--- config.mk ---
export PLATFORM = sky130hd
export DESIGN_NAME = acmp_gstep
export DESIGN_NICKNAME = d
export VERILOG_FILES = /design/src/hw/rtl/acmp_pkg.sv /design/src/hw/rtl/acmp_gstep.sv
export SDC_FILE = /design/constraint.sdc
export NUM_CORES = 2
export LEC_CHECK = 0
export ABC_AREA = 1
export BUFFER_PORTS_ARGS = -buffer_cell sky130_fd_sc_hd__buf_2
export CORE_MARGIN = 8
export CORE_UTILIZATION = 43
export CTS_BUF_LIST = sky130_fd_sc_hd__clkbuf_4
export CTS_CLUSTER_SIZE = 28
export DETAILED_ROUTE_END_ITERATION = 8
export PLACE_DENSITY = 0.64
export SETUP_SLACK_MARGIN = 0.2
export SLEW_MARGIN = 15
export SYNTH_ARGS = -nofsm -noshare
export SYNTH_HDL_FRONTEND = slang
export SYNTH_SLANG_ARGS = --single-unit
--- constraint.sdc ---
create_clock -name aclk -period 10.6 [get_ports aclk]
set_input_delay 1.59 -clock aclk [delete_from_list [all_inputs] [get_ports aclk]]
set_output_delay 1.59 -clock aclk [all_outputs]
set_load 0.005 [all_outputs]
--- src/hw/rtl/acmp_pkg.sv ---
`timescale 1ns / 1ps
`default_nettype none

package acmp_pkg;

    localparam int PAIRS     = 64;
    localparam int WORD_W    = 64;
    localparam int PAIR_W    = $clog2(PAIRS);
    localparam int ADDR_W    = PAIR_W + 1;

    // step selector of the shared unit: which rotation follows the add
    localparam logic [1:0] STEP_ROT32 = 2'd0;
    localparam logic [1:0] STEP_ROT24 = 2'd1;
    localparam logic [1:0] STEP_ROT16 = 2'd2;
    localparam logic [1:0] STEP_ROT63 = 2'd3;

    typedef struct packed {
        logic       en;
        logic [1:0] sel;
    } gstep_ctl_t;

    // position within the 16-word group for each mix and operand slot (a, b, c, d)
    localparam logic [3:0] MIX_POS [32] = '{
        4'd0, 4'd4, 4'd8,  4'd12,
        4'd1, 4'd5, 4'd9,  4'd13,
        4'd2, 4'd6, 4'd10, 4'd14,
        4'd3, 4'd7, 4'd11, 4'd15,
        4'd0, 4'd5, 4'd10, 4'd15,
        4'd1, 4'd6, 4'd11, 4'd12,
        4'd2, 4'd7, 4'd8,  4'd13,
        4'd3, 4'd4, 4'd9,  4'd14
    };

    // word address: rounds 0..7 walk the rows, rounds 8..15 walk the columns
    function automatic logic [ADDR_W-1:0] word_addr(input logic [3:0] rnd,
                                                    input logic [2:0] mx,
                                                    input logic [1:0] slot);
        logic [3:0] j;
        j = MIX_POS[{mx, slot}];
        if (!rnd[3]) begin
            return {rnd[2:0], j};
        end
        return {j[3:1], rnd[2:0], j[0]};
    endfunction

    function automatic logic [WORD_W-1:0] rotr(input logic [WORD_W-1:0] x,
                                               input logic [1:0] sel);
        logic [WORD_W-1:0] r;
        unique case (sel)
            STEP_ROT32: r = {x[31:0], x[63:32]};
            STEP_ROT24: r = {x[23:0], x[63:24]};
            STEP_ROT16: r = {x[15:0], x[63:16]};
            STEP_ROT63: r = {x[62:0], x[63]};
            default:    r = x;
        endcase
        return r;
    endfunction

endpackage

`default_nettype wire

--- src/hw/rtl/acmp_gstep.sv ---
`timescale 1ns / 1ps
`default_nettype none

// Shared BlaMka half step: multiply low halves, register, then add, xor and rotate.
module acmp_gstep (
    input  wire logic                   aclk,
    input  wire acmp_pkg::gstep_ctl_t   ctl,
    input  wire logic [63:0]            x_in,
    input  wire logic [63:0]            y_in,
    input  wire logic [63:0]            z_in,
    output logic [63:0]                 sum_out,
    output logic [63:0]                 mix_out
);

    logic [63:0] x_reg;
    logic [63:0] y_reg;
    logic [63:0] z_reg;
    logic [63:0] prod_reg;
    logic [1:0]  sel_reg;

    always_ff @(posedge aclk) begin
        if (ctl.en) begin
            x_reg    <= x_in;
            y_reg    <= y_in;
            z_reg    <= z_in;
            prod_reg <= {32'd0, x_in[31:0]} * {32'd0, y_in[31:0]};
            sel_reg  <= ctl.sel;
        end
    end

    assign sum_out = x_reg + y_reg + {prod_reg[62:0], 1'b0};
    assign mix_out = acmp_pkg::rotr(z_reg ^ sum_out, sel_reg);

endmodule

`default_nettype wire

-- Yosys cells after proc, flatten, opt, wreduce, memory -nomap -nowiden
Index checks and enable logic that the tools add are counted.
- add/subtract/negate cells: 2
- multiply operators: 1
- div/mod/pow operators: 0
- $lt $le $gt $ge: 0
- equality and inequality tests: 3
- shifts and indexed selects: 0
- mux-type cells: 1
- bitwise logic cells: 1
- reductions and logical operators: 1
- operator list (kind ; number):
    $pmux 64 s4 ; 1
    $add 64x64->64 ; 2
    $xor 64x64->64 ; 1
    $mul 32x32->63 ; 1
    $eq 2x2->1 const B ; 2
    $eq 2x1->1 const B ; 1
    $logic_not 2->1 ; 1
- register bits after elaboration: 257
- latch bits: 0
- bits in writable memories: 0
- bits in read-only memories: 0
- bits of input ports: 196
- word-level logic and storage cells: 14
- memories: 0

-- Logic depth before layout (Yosys ltp)
- depth in word-level cells: 4
- gate-level depth with buffers: 32
- mapped depth without buffers: 31

-- Worst setup path before layout
OpenSTA, ideal clock, no wires.
- kind: input to register
- start point: input port x_in[18]
- end point: register prod_reg[60] (data pin)
- setup time: 0.262 ns
- data arrival time: 7.462 ns
- slack: 2.876 ns
- stages: 26
- path buffers: 1
- path through: clkbuf_1 nand2_1 fa_1 inv_1 fa_1 inv_1 fa_1 inv_1 fa_1 inv_1 fa_1 inv_1 fa_1 fa_1 inv_1 fa_1 inv_1 ha_1 nand2_1 nor2_1 inv_1 nor4_1 nand3_1 nand3_1 a21oi_1 xor2_1
- longest elaborated chain between the ends: 1
- ends and longest elaborated chain (what ; line ; source):
    from (decl) ; acmp_gstep.sv:8 ; input wire logic [63:0] x_in,
    $mul 32x32->63 ; acmp_gstep.sv:26 ; prod_reg <= {32'd0, x_in[31:0]} * {32'd0, y_in[31:0]};
    to (signal assigned) ; acmp_gstep.sv:26 ;
    to (decl) ; acmp_gstep.sv:18 ; logic [63:0] prod_reg;
Every way passes these cells.
A chain may end at the register's enable or synchronous reset.

-- Worst setup path in the final report
- start point: input port x_in[12]
- end point: register prod_reg[50] (data pin)
The elaborated chain is that of the path after synthesis.

==> results.toml <==
[status]
status = "finished, final reports clean"

[clock_tree]
clockBufferDepth = 3
cts_buffers = 74
cts_setup_buffers = 0
h-tree-depth = 3
path_clk_slew_ns = 0.08
cts_sinks = 257
ctsResizeCount = 0
cts_tree = "built"
ctsHoldBuffers = 0
cts_root_buffer = "clkbuf_4"

[detailed_routing]
viasPerCell = 5.15
drtPass1Iterations = 6
routed-via-count = 44100
antenna_left = 0
drc = 0
detail_route.wirelength_um = 185000
wl_per_cell_um = 21.6
drt_iter0_drc = 4139

[worst_setup_path]
critPathKind = "in2reg"
worstPathMaxFanout = 22
required_ns = 11.14
crit_arrival_ns = 9.27
endpoint_kind = "register"
start_kind = "input port"
crit_start = "x_in[12]"

[sta]
report.final.hold_viol_count = 0
fin_crit_ns = 8.73
tightest_slew_ns = 1.15
min_period_over_period_pct = 82.4
maxSlewHeadroom_pct = 23.5
slew_viol_final = 0
fin_hold_ws_ns = 0.907
timing.fmax_mhz = 115
rsz0062_at_grt = "false"
report.final.setup_viol = 0
final.setup.tns_ns = 0

[synthesis]
syn-cell-area_sq_um = 52100
yosys_most_used_dff = "edfxtp_1"
syn-num-nets = 8133
synth_area_leader_cell = "fa_1"
ys_types = 45
netlist_top_cells_area = "fa_1, edfxtp_1, nand2_1"
syn_area_per_cell_sq_um = 7.83
yosys_warnings = 0
synth-async-reset-ratio_pct = 0
synth_top_area_share_pct = 36.8
yosysSeqAreaShare_pct = 14.8
synth_edf_count = 257
ys_ff_latch = 257
syn_inst = 6659

[placed_design]
place_area_sq_um = 55400
port_buffers = 323
post-dp-hpwl_um = 150000
globalplace.congestion = 0.979

[global_routing]
gr-total-overflow = 0
grt_max_degree = 85
grt_pass1_vias = 46500
grt_pass1_wl_um = 280000
grt_antenna_before_repair = 12
globalRouteTotalUtil_pct = 27.9

[floorplan]
die_x_um = 364
core_sq_um = 120000
rows = 127
pin_count = 324
floorplan.initialDensity_pct = 43.4
die-area_sq_um = 133000
chipHeight_um = 364

[min_path]
holdCritPathClass = "in2reg"
hold_path_end = "z_reg[28]"
hold_path_startpoint = "z_in[28]"
hold_depth = 1

[cells_and_area]
fin_area_sq_um = 56300
layout_common_cells = "nand2_1, inv_1, fa_1, buf_2, ha_1"
nets = 8373
syn_to_final_growth_pct = 8.05
layout-drive-gt1-share_pct = 8.00
final_common_cell = "nand2_1"

[run]
maxCapViolations = 0
## synthesized netlist by cell type, types with 4 or more instances
library cell  count
nand2_1        1974
inv_1          1909
fa_1            958
ha_1            320
edfxtp_1        257
nand3_1         248
clkbuf_1        211
nor2_1          198
a21oi_1         128
nand4_1          81
o21ai_0          65
xor2_1           64
xnor2_1          36
nand3b_1         34
nand2_2          23
nor3_1           21
a21o_1           15
a31oi_1          14
nor2_2           13
o21bai_1         12
and2_1            9
nor4_1            9
inv_2             7
nand3_2           7
xor2_2            7
buf_2             5
and3_1            4
or2_2             4
## metal layers
metal | vias up | track usage [%] | routed length [um]
met5 | - | 0 | 27
met4 | 4 | 13.1 | 10500
met1 | 21700 | 34.6 | 70900
met2 | 2171 | 47.4 | 87400
li1 | 19800 | - | -
met3 | 447 | 4.64 | 16300
## cell families (layout without fill, tap and decap cells)
logic type               after synthesis  after routing  share of synthesized area [%]
other                                  0             10                              0
adder cells (fa/ha/maj)             1278           1278                           44.5
AO/OA/AOI/OAI                        245            245                           2.58
XOR/XNOR                             109            109                           1.99
AND/OR/NAND/NOR                     2637           2637                           20.8
flip-flops                           257            257                           14.8
buffers and inverters               2133           2422                           15.4
## worst max-delay path, stage by stage
cell     delay (ns)
buf_2          0.57
buf_4          0.35
nand2_1        0.11
fa_1           0.55
inv_1          0.05
fa_1           0.48
fa_1           0.59
fa_1           0.47
fa_1           0.56
fa_1           0.45
fa_1           0.50
inv_1          0.06
fa_1           0.53
inv_1          0.06
ha_1           0.43
nand2_1        0.12
nor2_1         0.11
inv_1          0.10
nor4_1         0.71
nand4_1        0.32
nand3_1        0.26
a21oi_1        0.10
xor2_1         0.18
## final cells by class
cell class | instances | area, sq um
fillers | 12100 | 63800
multi-input cells | 4269 | 36400
flip-flops and latches | 257 | 7720
inverters | 1917 | 7200
repair buffers | 380 | 2050
well taps | 1612 | 2020
clock buffers | 89 | 668
clock inverters | 36 | 224
diodes | 10 | 25.0
## metrics by stage
stage	std cells	utilization, %	worst slack (ns)
floorplan	6659	-	2.88
global placement	8435	46.1	1.11
detailed placement	8435	46.1	1.04
CTS	8560	46.9	1.94
global route	8562	46.9	1.72
finish	8570	46.9	1.87
## worst max-delay path by stage
stage | endpoint | cells after the start
5_1_grt | prod_reg[50] | 22
3_5_place_dp | prod_reg[50] | 25
3_3_place_gp | prod_reg[50] | 25
6_report | prod_reg[50] | 23
4_1_cts | prod_reg[50] | 25
2_1_floorplan | prod_reg[60] | 26
Power is left out: the tool's default activity adds up to more than one toggle a clock period on the data nets, which glitch-free logic cannot reach.
